### src/hdl/cblm_pkg.sv
// ----------------------------------------------------------------------------
// CAN bus load monitor package
// Shared types, constants and lookup functions for the bus load monitor.
// ----------------------------------------------------------------------------
package cblm_pkg;

  localparam int unsigned NumChannels  = 3;
  localparam int unsigned NumWindows   = 3;
  localparam int unsigned ChW          = 2;
  localparam int unsigned TsW          = 32;
  localparam int unsigned FbW          = 8;
  localparam int unsigned LoadW        = 10;
  localparam int unsigned CntW         = 32;
  localparam int unsigned PermilleFull = 1000;
  localparam int unsigned RateSingle   = 33;
  localparam int unsigned RateHigh     = 500;
  localparam int unsigned CapW         = 19;
  localparam int unsigned ProdW        = 29;
  localparam int unsigned DivSteps     = 10;
  localparam int unsigned StepW        = $clog2(DivSteps);
  localparam int unsigned WinW         = 2;
  localparam int unsigned KW           = $clog2(NumChannels * NumWindows);
  localparam int unsigned ChIdxW       = (NumChannels > 1) ? $clog2(NumChannels) : 1;

  localparam logic [WinW-1:0] WinShort = 2'd0;
  localparam logic [WinW-1:0] WinMid   = 2'd1;
  localparam logic [WinW-1:0] WinLong  = 2'd2;

  localparam logic [ChW-1:0] SwcReset = 2'd2;

  typedef struct packed {
    logic [ChW-1:0] channel;
    logic [TsW-1:0] now_ms;
    logic [FbW-1:0] frame_bits;
  } cblm_in_t;

  typedef struct packed {
    logic [ChW-1:0]   result_channel;
    logic [LoadW-1:0] load_short;
    logic [LoadW-1:0] load_mid;
    logic [LoadW-1:0] load_long;
    logic [LoadW-1:0] peak_load;
    logic [CntW-1:0]  bits_short;
    logic [CntW-1:0]  bits_mid;
    logic [CntW-1:0]  bits_long;
  } cblm_out_t;

  typedef enum logic [2:0] {
    ST_IDLE,
    ST_CHECK,
    ST_ACCUM,
    ST_PREP,
    ST_DIV,
    ST_STORE,
    ST_OUT
  } cblm_state_e;

  typedef struct packed {
    logic load_item;
    logic check;
    logic accum;
    logic prep;
    logic div_step;
    logic store;
    logic emit;
  } cblm_cmd_t;

  typedef struct packed {
    logic ch_ok;
    logic full;
    logic win_last;
  } cblm_status_t;

  function automatic logic [TsW-1:0] span_of(logic [WinW-1:0] w);
    logic [TsW-1:0] s;
    case (w)
      WinShort: s = TsW'(10);
      WinMid:   s = TsW'(100);
      WinLong:  s = TsW'(1000);
      default:  s = TsW'(1000);
    endcase
    return s;
  endfunction

  // Bits a window can carry at full load: rate times span.
  function automatic logic [CapW-1:0] cap_of(logic single, logic [WinW-1:0] w);
    logic [CapW-1:0] c;
    case (w)
      WinShort: c = single ? CapW'(RateSingle * 10)   : CapW'(RateHigh * 10);
      WinMid:   c = single ? CapW'(RateSingle * 100)  : CapW'(RateHigh * 100);
      WinLong:  c = single ? CapW'(RateSingle * 1000) : CapW'(RateHigh * 1000);
      default:  c = single ? CapW'(RateSingle * 1000) : CapW'(RateHigh * 1000);
    endcase
    return c;
  endfunction

endpackage

### src/hdl/cblm_datapath.sv
// ----------------------------------------------------------------------------
// CAN bus load monitor datapath
// Window state, saturating counters, shared restoring divider and result
// register.
// ----------------------------------------------------------------------------
module cblm_datapath
  import cblm_pkg::*;
(
  input  logic         clk_i,
  input  logic         rst_ni,
  input  cblm_in_t     in_item_i,
  input  logic [ChW-1:0] swc_i,
  input  cblm_cmd_t    cmd_i,
  output cblm_status_t status_o,
  output cblm_out_t    result_o
);

  logic [TsW-1:0]   begin_q [NumChannels*NumWindows];
  logic [CntW-1:0]  count_q [NumChannels*NumWindows];
  logic [LoadW-1:0] peak_store_q [NumChannels];

  logic [ChW-1:0]   ch_q;
  logic [TsW-1:0]   now_q;
  logic [FbW-1:0]   fb_q;
  logic             single_q;
  logic [WinW-1:0]  w_q;
  logic             restart_q;
  logic [CntW-1:0]  cur_q;
  logic [CapW-1:0]  cap_q;
  logic [ProdW-1:0] rem_q;
  logic [ProdW-1:0] dsr_q;
  logic [LoadW-1:0] quo_q;
  logic [LoadW-1:0] load_q [NumWindows];
  logic [CntW-1:0]  bits_q [NumWindows];
  logic [LoadW-1:0] peak_q;
  cblm_out_t        result_q;

  logic [ChIdxW-1:0] chi_in;
  logic [ChIdxW-1:0] chi;
  logic [KW-1:0]     k;
  logic [CntW:0]     sum;
  logic [CntW-1:0]   new_cnt;
  logic              full;
  logic              ge;
  logic [LoadW-1:0]  ld;

  assign chi_in = ChIdxW'(in_item_i.channel - 2'd1);
  assign chi    = ChIdxW'(ch_q - 2'd1);
  assign k      = KW'(chi) * KW'(NumWindows) + KW'(w_q);

  assign sum     = {1'b0, (restart_q ? {CntW{1'b0}} : count_q[k])} + (CntW + 1)'(fb_q);
  assign new_cnt = sum[CntW] ? '1 : sum[CntW-1:0];

  assign full = cur_q >= CntW'(cap_q);
  assign ge   = rem_q >= dsr_q;
  assign ld   = full ? LoadW'(PermilleFull) : quo_q;

  assign status_o.ch_ok    = (in_item_i.channel != '0) &&
                             (32'(in_item_i.channel) <= NumChannels);
  assign status_o.full     = full;
  assign status_o.win_last = (32'(w_q) == NumWindows - 1);

  // Window state and peaks clear at reset.
  always_ff @(posedge clk_i or negedge rst_ni) begin
    if (!rst_ni) begin
      for (int i = 0; i < NumChannels * NumWindows; i++) begin
        begin_q[i] <= '0;
        count_q[i] <= '0;
      end
      for (int i = 0; i < NumChannels; i++) begin
        peak_store_q[i] <= '0;
      end
    end else begin
      if (cmd_i.accum) begin
        count_q[k] <= new_cnt;
        if (restart_q) begin
          begin_q[k] <= now_q;
        end
      end
      if (cmd_i.emit) begin
        peak_store_q[chi] <= peak_q;
      end
    end
  end

  always_ff @(posedge clk_i) begin
    if (cmd_i.load_item) begin
      ch_q     <= in_item_i.channel;
      now_q    <= in_item_i.now_ms;
      fb_q     <= in_item_i.frame_bits;
      single_q <= (in_item_i.channel == swc_i);
      w_q      <= WinShort;
      peak_q   <= peak_store_q[chi_in];
    end
    if (cmd_i.check) begin
      restart_q <= (now_q - begin_q[k]) >= span_of(w_q);
    end
    if (cmd_i.accum) begin
      cur_q     <= new_cnt;
      bits_q[w_q] <= new_cnt;
      cap_q     <= cap_of(single_q, w_q);
    end
    if (cmd_i.prep) begin
      // Below capacity the count fits in CapW bits, so the product stays small.
      rem_q <= ProdW'(cur_q[CapW-1:0]) * ProdW'(PermilleFull);
      dsr_q <= ProdW'({cap_q, {(DivSteps-1){1'b0}}});
      quo_q <= '0;
    end
    if (cmd_i.div_step) begin
      if (ge) begin
        rem_q <= rem_q - dsr_q;
      end
      quo_q <= {quo_q[LoadW-2:0], ge};
      dsr_q <= dsr_q >> 1;
    end
    if (cmd_i.store) begin
      load_q[w_q] <= ld;
      if (ld > peak_q) begin
        peak_q <= ld;
      end
      w_q <= w_q + 1'b1;
    end
    if (cmd_i.emit) begin
      result_q.result_channel <= ch_q;
      result_q.load_short     <= load_q[WinShort];
      result_q.load_mid       <= load_q[WinMid];
      result_q.load_long      <= load_q[WinLong];
      result_q.peak_load      <= peak_q;
      result_q.bits_short     <= bits_q[WinShort];
      result_q.bits_mid       <= bits_q[WinMid];
      result_q.bits_long      <= bits_q[WinLong];
    end
  end

  assign result_o = result_q;

endmodule

### src/hdl/cblm_ctrl.sv
// ----------------------------------------------------------------------------
// CAN bus load monitor controller
// Sequences the three windows of one item and owns both handshakes.
// ----------------------------------------------------------------------------
module cblm_ctrl
  import cblm_pkg::*;
(
  input  logic         clk_i,
  input  logic         rst_ni,
  input  logic         in_valid_i,
  output logic         in_ready_o,
  output logic         out_valid_o,
  input  logic         out_ready_i,
  input  cblm_status_t status_i,
  output cblm_cmd_t    cmd_o
);

  cblm_state_e      state_q, state_d;
  logic [StepW-1:0] step_q, step_d;
  logic             out_valid_q, out_valid_d;

  always_ff @(posedge clk_i or negedge rst_ni) begin
    if (!rst_ni) begin
      state_q     <= ST_IDLE;
      step_q      <= '0;
      out_valid_q <= 1'b0;
    end else begin
      state_q     <= state_d;
      step_q      <= step_d;
      out_valid_q <= out_valid_d;
    end
  end

  always_comb begin
    state_d     = state_q;
    step_d      = step_q;
    out_valid_d = out_valid_q && !out_ready_i;
    cmd_o       = '0;
    in_ready_o  = 1'b0;
    case (state_q)
      ST_IDLE: begin
        in_ready_o = 1'b1;
        // An item for a channel that does not exist is taken and dropped.
        if (in_valid_i && status_i.ch_ok) begin
          cmd_o.load_item = 1'b1;
          state_d         = ST_CHECK;
        end
      end
      ST_CHECK: begin
        cmd_o.check = 1'b1;
        state_d     = ST_ACCUM;
      end
      ST_ACCUM: begin
        cmd_o.accum = 1'b1;
        state_d     = ST_PREP;
      end
      ST_PREP: begin
        if (status_i.full) begin
          state_d = ST_STORE;
        end else begin
          cmd_o.prep = 1'b1;
          step_d     = '0;
          state_d    = ST_DIV;
        end
      end
      ST_DIV: begin
        cmd_o.div_step = 1'b1;
        step_d         = step_q + 1'b1;
        if (32'(step_q) == DivSteps - 1) begin
          state_d = ST_STORE;
        end
      end
      ST_STORE: begin
        cmd_o.store = 1'b1;
        state_d     = status_i.win_last ? ST_OUT : ST_CHECK;
      end
      ST_OUT: begin
        if (!out_valid_q || out_ready_i) begin
          cmd_o.emit  = 1'b1;
          out_valid_d = 1'b1;
          state_d     = ST_IDLE;
        end
      end
      default: begin
        state_d = ST_IDLE;
      end
    endcase
  end

  assign out_valid_o = out_valid_q;

endmodule

### src/hdl/can_bus_load_monitor.sv
// ----------------------------------------------------------------------------
// CAN bus load monitor
// Per-channel bus load over 10, 100 and 1000 ms tumbling windows with a peak.
// ----------------------------------------------------------------------------
//  channel | direction | handshake               | payload
//  in      | input     | in_valid_i / in_ready_o   | cblm_in_t  in_item_i
//  out     | output    | out_valid_o / out_ready_i | cblm_out_t out_item_o
//  cfg     | input     | cfg_valid_i / cfg_ready_o | single-wire channel number
//
//  Each window of an item is checked, accumulated, prepared, divided in the
//  shared divider and stored; a saturated window skips the divider. The
//  result is offered in the same cycle as the next item can be taken. An item
//  for a non-existent channel is taken and gives no result. Reset clears all
//  window state and peaks at once. A new item is taken while a result waits;
//  its own result is then held until the earlier one is taken.
// ----------------------------------------------------------------------------
module can_bus_load_monitor
  import cblm_pkg::*;
(
  input  logic           clk_i,
  input  logic           rst_ni,
  input  logic           in_valid_i,
  output logic           in_ready_o,
  input  cblm_in_t       in_item_i,
  output logic           out_valid_o,
  input  logic           out_ready_i,
  output cblm_out_t      out_item_o,
  input  logic           cfg_valid_i,
  output logic           cfg_ready_o,
  input  logic [ChW-1:0] cfg_data_i
);

  logic [ChW-1:0] swc_q;
  cblm_cmd_t      cmd;
  cblm_status_t   status;

  assign cfg_ready_o = 1'b1;

  always_ff @(posedge clk_i or negedge rst_ni) begin
    if (!rst_ni) begin
      swc_q <= SwcReset;
    end else if (cfg_valid_i && cfg_ready_o) begin
      swc_q <= cfg_data_i;
    end
  end

  cblm_ctrl u_ctrl (
    .clk_i       (clk_i),
    .rst_ni      (rst_ni),
    .in_valid_i  (in_valid_i),
    .in_ready_o  (in_ready_o),
    .out_valid_o (out_valid_o),
    .out_ready_i (out_ready_i),
    .status_i    (status),
    .cmd_o       (cmd)
  );

  cblm_datapath u_datapath (
    .clk_i     (clk_i),
    .rst_ni    (rst_ni),
    .in_item_i (in_item_i),
    .swc_i     (swc_q),
    .cmd_i     (cmd),
    .status_o  (status),
    .result_o  (out_item_o)
  );

`ifndef ASSERT_OFF
  // A real item keeps the block busy for the following cycle.
  a_busy_after_accept: assert property (@(posedge clk_i) disable iff (!rst_ni)
    in_valid_i && in_ready_o && status.ch_ok |=> !in_ready_o)
    else $error("input taken again straight after a valid item");

  a_peak_covers_loads: assert property (@(posedge clk_i) disable iff (!rst_ni)
    out_valid_o |-> out_item_o.peak_load >= out_item_o.load_short &&
                    out_item_o.peak_load >= out_item_o.load_mid &&
                    out_item_o.peak_load >= out_item_o.load_long)
    else $error("peak load below a window load");

  a_result_channel: assert property (@(posedge clk_i) disable iff (!rst_ni)
    out_valid_o |-> out_item_o.result_channel != '0 &&
                    32'(out_item_o.result_channel) <= NumChannels &&
                    32'(out_item_o.peak_load) <= PermilleFull)
    else $error("result for a channel that does not exist or load above full");
`endif

endmodule

### config.mk
export PLATFORM = sky130hd
export DESIGN_NAME = can_bus_load_monitor
export DESIGN_NICKNAME = d
export VERILOG_FILES = /design/src/hdl/cblm_pkg.sv /design/src/hdl/cblm_datapath.sv /design/src/hdl/cblm_ctrl.sv /design/src/hdl/can_bus_load_monitor.sv
export SDC_FILE = /design/constraint.sdc
export NUM_CORES = 2
export LEC_CHECK = 0
export ABC_AREA = 1
export BUFFER_PORTS_ARGS = -buffer_cell sky130_fd_sc_hd__buf_2
export CAP_MARGIN = 20
export CORE_ASPECT_RATIO = 0.6
export CORE_MARGIN = 2
export CORE_UTILIZATION = 56
export CTS_CLUSTER_DIAMETER = 150
export DETAILED_ROUTE_END_ITERATION = 10
export HOLD_SLACK_MARGIN = 0.02
export PLACE_DENSITY = 0.83
export SYNTH_ARGS = -nofsm -noshare
export SYNTH_HDL_FRONTEND = slang
export SYNTH_SLANG_ARGS = --single-unit
### constraint.sdc
create_clock -name clk_i -period 8.75 [get_ports clk_i]
set_input_delay 1.75 -clock clk_i [delete_from_list [all_inputs] [get_ports clk_i]]
set_output_delay 1.75 -clock clk_i [all_outputs]
set_load 0.02 [all_outputs]
==> Word-level counts from Yosys, hierarchy flattened <==
Memories as Yosys holds them, arrays and structs flattened. A register that Yosys moved wholly into a read port is not among the register bits.
Index checks and enable logic that the tools add are counted.
{ "op_classes": {"order_cmp": 9, "multipliers": 2, "bitwise": 3, "n_eq_ne": 14, "add_sub_neg": 8, "n_reduce_logical": 16, "muxes": 62} }
{ "ops": {"columns": ["cell", "count"], "rows": [
  ["$bwmux W288", 2],
  ["$bmux W32 S4", 2],
  ["$mux W32", 8],
  ["$demux W32 S4", 1],
  ["$mux W10", 9],
  ["$mux W29", 3],
  ["$pmux W19 S2", 1],
  ["$add A32 B8 Y33", 1],
  ["$ge A32 B19 Y1", 1],
  ["$ge A32 B32 Y1", 1],
  ["$sub A32 B32 Y32", 1],
  ["$bwmux W30", 1],
  ["$ge A29 B28 Y1", 1],
  ["$sub A29 B28 Y29", 1],
  ["$mux W28", 1],
  ["$mux W27", 1],
  ["$mul A19 B7 Y26 const B", 1],
  ["$pmux W3 S7", 1],
  ["$bmux W10 S2", 1],
  ["$demux W10 S2", 1],
  ["$pmux W10 S2", 1],
  ["$mux W19", 1],
  ["$mux W1", 18],
  ["$mux W16", 1],
  ["other kinds (34)", 54]
]} }
{ "totals": {"in_bits": 49, "output_inout_bits": 141, "reg_bits": 802, "memories": 2, "word_cells": 156, "ramBits": 126} }
{ "memory_table": {"columns": ["name", "depth", "word_bits", "rd", "rd_clocked_by_memory_dff", "wr", "line_no", "text"], "rows": [
  ["u_datapath.bits_q", 3, 32, 3, 3, 1, "cblm_datapath.sv:34", "logic [CntW-1:0] bits_q [NumWindows];"],
  ["u_datapath.load_q", 3, 10, 3, 3, 1, "cblm_datapath.sv:33", "logic [LoadW-1:0] load_q [NumWindows];"]
]} }

==> Depth between registers and ports, before layout <==
{ "depth": {"depth_word": 11, "mapped_depth": 39, "ltp_nobuf": 37} }

==> Modules after synthesis <==
Synthesis repeated with hierarchy kept, for this count alone.
{ "unflattened": {"cells_unflattened": 5730, "hier_area_um2": 51152.8} }
{ "modules_own_cells": {"columns": ["module", "area_each_um2", "seq_area_each_um2", "instances", "cells_per_inst"], "rows": [
  ["cblm_datapath", 50504.7, 27716.6, 1, 5641],
  ["cblm_ctrl", 559.3, 200.2, 1, 78],
  ["can_bus_load_monitor", 88.8, 51.3, 1, 11]
]} }

==> Worst setup path before layout <==
OpenSTA, ideal clock, no wires.
{ "synth_path": {"path_kind": "in2reg", "start": "input out_ready_i", "end": "register u_datapath.peak_store_q[0] (netlist bit)", "n_path_buf": 1, "required_ns": 8.620, "t_arrival_ns": 9.381, "cell_stages": 6, "setup_slack_ns": -0.761, "setup_ns": 0.130, "path_cell_list": "inv_1 a21oi_1 nand2_1 clkbuf_1 nand2_1 o21ai_0"} }
{ "synth_rtl": {"columns": ["element", "line_no", "text"], "rows": [
  ["start, declared", "can_bus_load_monitor.sv:26", "input logic out_ready_i,"],
  ["end signal, assigned by index", "cblm_datapath.sv:81", "peak_store_q[chi] <= peak_q;"],
  ["end, declared", "cblm_datapath.sv:20", "logic [LoadW-1:0] peak_store_q [NumChannels];"]
]} }

==> Worst setup path in the final report <==
{ "layout_path": {"start": "register u_datapath.ch_q[0]", "end": "register u_datapath.cur_q[27], data pin"} }
{ "layout_between": {"elab_chain_len": 10} }
{ "layout_rtl": {"columns": ["element", "line_no", "text"], "rows": [
  ["start, declared", "cblm_datapath.sv:22", "logic [ChW-1:0] ch_q;"],
  ["start signal, assigned", "cblm_datapath.sv:88", "ch_q <= in_item_i.channel;"],
  ["$sub A2 B1 Y2", "cblm_datapath.sv:48", "assign chi = ChIdxW'(ch_q - 2'd1);"],
  ["$mul A2 B2 Y4", "cblm_datapath.sv:49", "assign k = KW'(chi) * KW'(NumWindows) + KW'(w_q);"],
  ["$add A4 B2 Y4", "cblm_datapath.sv:49", null],
  ["$not A4 Y5 (not written as such)", "cblm_datapath.sv:51", "assign sum = {1'b0, (restart_q ? {CntW{1'b0}} : count_q[k])} + (CntW + 1)'(fb_q);"],
  ["$bmux W32 S4", "cblm_datapath.sv:51", null],
  ["$mux W32 (not written as such) (2 in series)", "cblm_datapath.sv:51", null],
  ["$mux W32", "cblm_datapath.sv:51", null],
  ["$add A32 B8 Y33", "cblm_datapath.sv:51", null],
  ["$mux W32", "cblm_datapath.sv:52", "assign new_cnt = sum[CntW] ? '1 : sum[CntW-1:0];"],
  ["named net u_datapath.new_cnt[27]", "cblm_datapath.sv:42", "logic [CntW-1:0] new_cnt;"],
  ["end signal, assigned", "cblm_datapath.sv:99", "cur_q <= new_cnt;"],
  ["end, declared", "cblm_datapath.sv:28", "logic [CntW-1:0] cur_q;"]
]} }
The timed path passes the listed nets, and every way through them passes these cells. The select of a mux whose other input is x is not followed.
A chain may end at the register's enable or synchronous reset.

==> impl_metrics.yaml <==
status:
  status: "finished, final reports clean"
drt:
  avgViaCountPerCell: 5.88
  dr.pass1.iters: 7
  drt_wl_total_um: 147000
  ant_nets: 0
  drc_errors: 0
  via_count: 41950
  dr.first_iter.drc_count: 6054
  wl_per_cell_um: 20.5
placement:
  dp_slack_ns: 2.42
  place_area_um2: 53300
  port_buffers: 188
  dp_hpwl_um: 94900
  place_congestion: 0.988
clock_network:
  cts_setup_buffers: 0
  clkSinkCount: 1047
  cts_buffers: 94
  cts_max_level: 3
  cts_tree: "done"
  hold_buffers: 0
  clkLatencyLatePin_ns: 0.72
  cts-resized-gates: 0
  cts_root_buf: "clkbuf_16"
  cts_buffer_depth: 3
  path_clk_slew_ns: 0.07
die:
  ioPinCount: 190
  fp.dieW_um: 394
  initial_core_util_pct: 56.8
  num_rows: 85
  fp.coreArea_um2: 90200
  die-area_um2: 94000
  die_y_um: 238
critical_path:
  crit_path_start_kind: "flop"
  r2r_cells: 27
  critPathRequiredTime_ns: 9.08
  cp-end-kind: "flop"
  worst-r2r-setup-slack_ns: 2.11
  r2r_start: "u_datapath.ch_q[0]"
  r2r-end: "u_datapath.cur_q[27]"
  crit_arrival_ns: 6.96
  path_class: "flop to flop"
  cp_max_fo: 22
final_layout:
  multiInputGateArea_um2: 20400
  num_antenna_cells: 0
  final_cell_area_um2: 56600
  drive_gt1_share_pct: 8.43
  fillCellCount: 7249
  fin_util_pct: 62.8
  seqCellArea_um2: 28000
  area_growth_pct: 10.5
  nets: 6127
global_routing:
  grt_max_degree: 173
  track_usage_pct: 31.1
  overflow: 0
  grt_antenna_before_repair: 0
  grt_pass1_wl_um: 228000
  first_global_vias: 39773
timing:
  worst_pin_slew_ns: 1.13
  fin_crit_sh_pct: 75.8
  rsz0062_at_grt: "false"
  min_period_ns: 6.64
  max_freq_ghz: 0.151
  finalHoldViolations: 0
  timing.final.ws_setup_ns: 2.11
  finalSetupViolCount: 0
  timing.hold.ws_ns: 0.410
  slew_viol_final: 0
  slew_headroom_pct: 24.4
  finalSetupTns_ns: 0
  skew_ns: 0.0389
power:
  p_leak_nw: 26.0
  ir_drop_mv: 0.710
  power.density_nw_per_um2: 401
synthesis:
  ys_ff_latch: 1047
  synth_edf_count: 392
  synth_top_area_share_pct: 30.0
  ys_warn_count: 0
  seq_area_frac_synth_pct: 54.6
  yosysUniqueCellTypes: 55
  syn_area_um2: 51200
  synth_cells: 5735
  synth_top_area_cell: "dfrtp_1"
  synthesis.nets: 6027
  async_flop_share_pct: 58.8
  synth_flop_cell: "dfrtp_1"
  syn_avg_cell_area_um2: 8.93
  yosys-top-cells-area: "dfrtp_1 (30%), edfxtp_1 (23%), nand2_1 (14%)"
worst_hold_path:
  hold_path_depth: 0
  worstHoldStart: "u_datapath.bits_q[1][19]"
  hold_class: "flop to flop"
  hold_path_end: "out_item_o[51]"
job:
  drv_cap: 0
[worst max-delay path: stages, from the launching register on]
cell,delay [ns]
edfxtp_1,0.42
inv_1,0.12
ha_1,0.27
nor2_1,0.15
nand2_1,0.09
nand2_1,0.09
ha_1,0.14
inv_1,0.05
fa_1,0.85
buf_4,0.41
nand2_2,0.20
inv_2,0.42
buf_4,0.43
a21oi_1,0.12
nand2_1,0.09
a21oi_1,0.06
ha_1,0.38
nand2_1,0.09
nor2_1,0.12
nand2_1,0.07
nand2_1,0.14
a21oi_1,0.08
nor2_1,0.28
nand3_2,0.23
nor2_1,0.42
nand2_1,0.11
nand2_1,0.09
nand3_2,0.32
[cells in the mapped netlist (all sizes together) (49+ instances only)]
| library cell | instances |
|---|---|
| nand2 | 1900 |
| dfrtp | 615 |
| o21ai | 572 |
| inv | 525 |
| edfxtp | 392 |
| nand3 | 329 |
| nor2 | 323 |
| clkbuf | 201 |
| a21oi | 176 |
| ha | 173 |
| o221ai | 75 |
| fa | 70 |
| buf | 49 |
[power by group]
part	leakage (nW)	internal, mW	switching (mW)
logic	12.3	3.85	7.81
registers	12.1	6.14	0.573
clock network	1.57	2.40	1.95
[cell usage in the layout (no fill, tap or decap), types with 14 or more instances in the layout]
master and n:
a21oi_1 175, a31oi_1 44, buf_2 187, buf_4 58, clkbuf_1 21, clkbuf_16 99, clkinv_1 14, clkinv_2 15
dfrtp_1 615, dfxtp_1 39, edfxtp_1 392, fa_1 70, ha_1 172, inv_1 516, nand2_1 1876, nand2_2 19
nand3_1 314, nand3b_1 14, nand4_1 30, nor2_1 302, nor3_1 24, o21ai_0 560, o221ai_1 75, or2_2 20
xnor2_1 24, xor2_1 46
[sequential cells by signal, indices dropped and copies added (netlist names), 3 cells and up]
| register | flops |
|---|---|
| u_datapath.quo_q | 10 |
| u_ctrl.state_q | 3 |
| u_datapath.begin_q | 288 |
| u_datapath.bits_q | 96 |
| u_datapath.count_q | 288 |
| u_datapath.peak_q | 10 |
| u_datapath.result_o | 12 |
| u_datapath.rem_q | 29 |
| u_datapath.peak_store_q | 30 |
| u_datapath.dsr_q | 28 |
| u_datapath.now_q | 32 |
| u_datapath.cap_q | 12 |
| u_datapath.load_q | 30 |
| u_datapath.fb_q | 8 |
| u_ctrl.step_q | 4 |
| u_datapath.cur_q | 32 |
| out_item_o | 126 |
[cells by family (layout without fill, tap and decap cells)]
| family | Yosys count | count (layout) | share of synthesized area [%] |
|---|---|---|---|
| adders and majority gates | 243 | 243 | 6.96 |
| buffers and inverters | 780 | 962 | 5.88 |
| and+or+nand+nor | 2654 | 2654 | 21.1 |
| xor gates and xnor gates | 70 | 70 | 1.20 |
| muxes | 1 | 1 | 0.0220 |
| other | 1 | 1 | 0.00732 |
| DFF | 1047 | 1047 | 54.6 |
| AOI/OAI and AO/OA | 939 | 939 | 10.2 |
[final cells by class]
cell class / count / area share [%]
repair buffers: 254 / 2.69
flip-flops and latches: 1047 / 49.4
multi-input cells: 3908 / 36.0
inverters: 530 / 3.52
well taps: 1218 / 2.69
clock buffers: 131 / 4.77
clock inverters: 47 / 0.921
[per-stage QoR]
stage | cells | power, mW
after CTS | 7129 | 22.3
after global placement | 6949 | 17.6
after global routing | 7135 | 24.3
after floorplan | 5735 | 14.6
final | 7135 | 22.7
after detailed placement | 6951 | 17.9
[routing by layer]
layer  routed length (um)  vias up  GRT usage (%)
li1                     -    19027              -
met1                62900    19971           46.8
met2                59700     2619           43.3
met3                19300      333           8.73
met4                 4620        0           10.0
met5                    0        -              0
[worst max-delay path by stage]
stage,end,slack (ns),from
2_1_floorplan,u_datapath.peak_q[6],1.60,in_item_i[40]
3_3_place_gp,u_datapath.cur_q[19],2.57,u_datapath.ch_q[0]
3_5_place_dp,u_datapath.bits_q[0][27],2.42,u_datapath.ch_q[0]
4_1_cts,u_datapath.count_q[217],2.36,u_datapath.ch_q[0]
5_1_grt,u_datapath.restart_q,1.69,u_datapath.ch_q[0]
6_report,u_datapath.cur_q[27],2.11,u_datapath.ch_q[0]
Power figures use the tool's default switching activity.
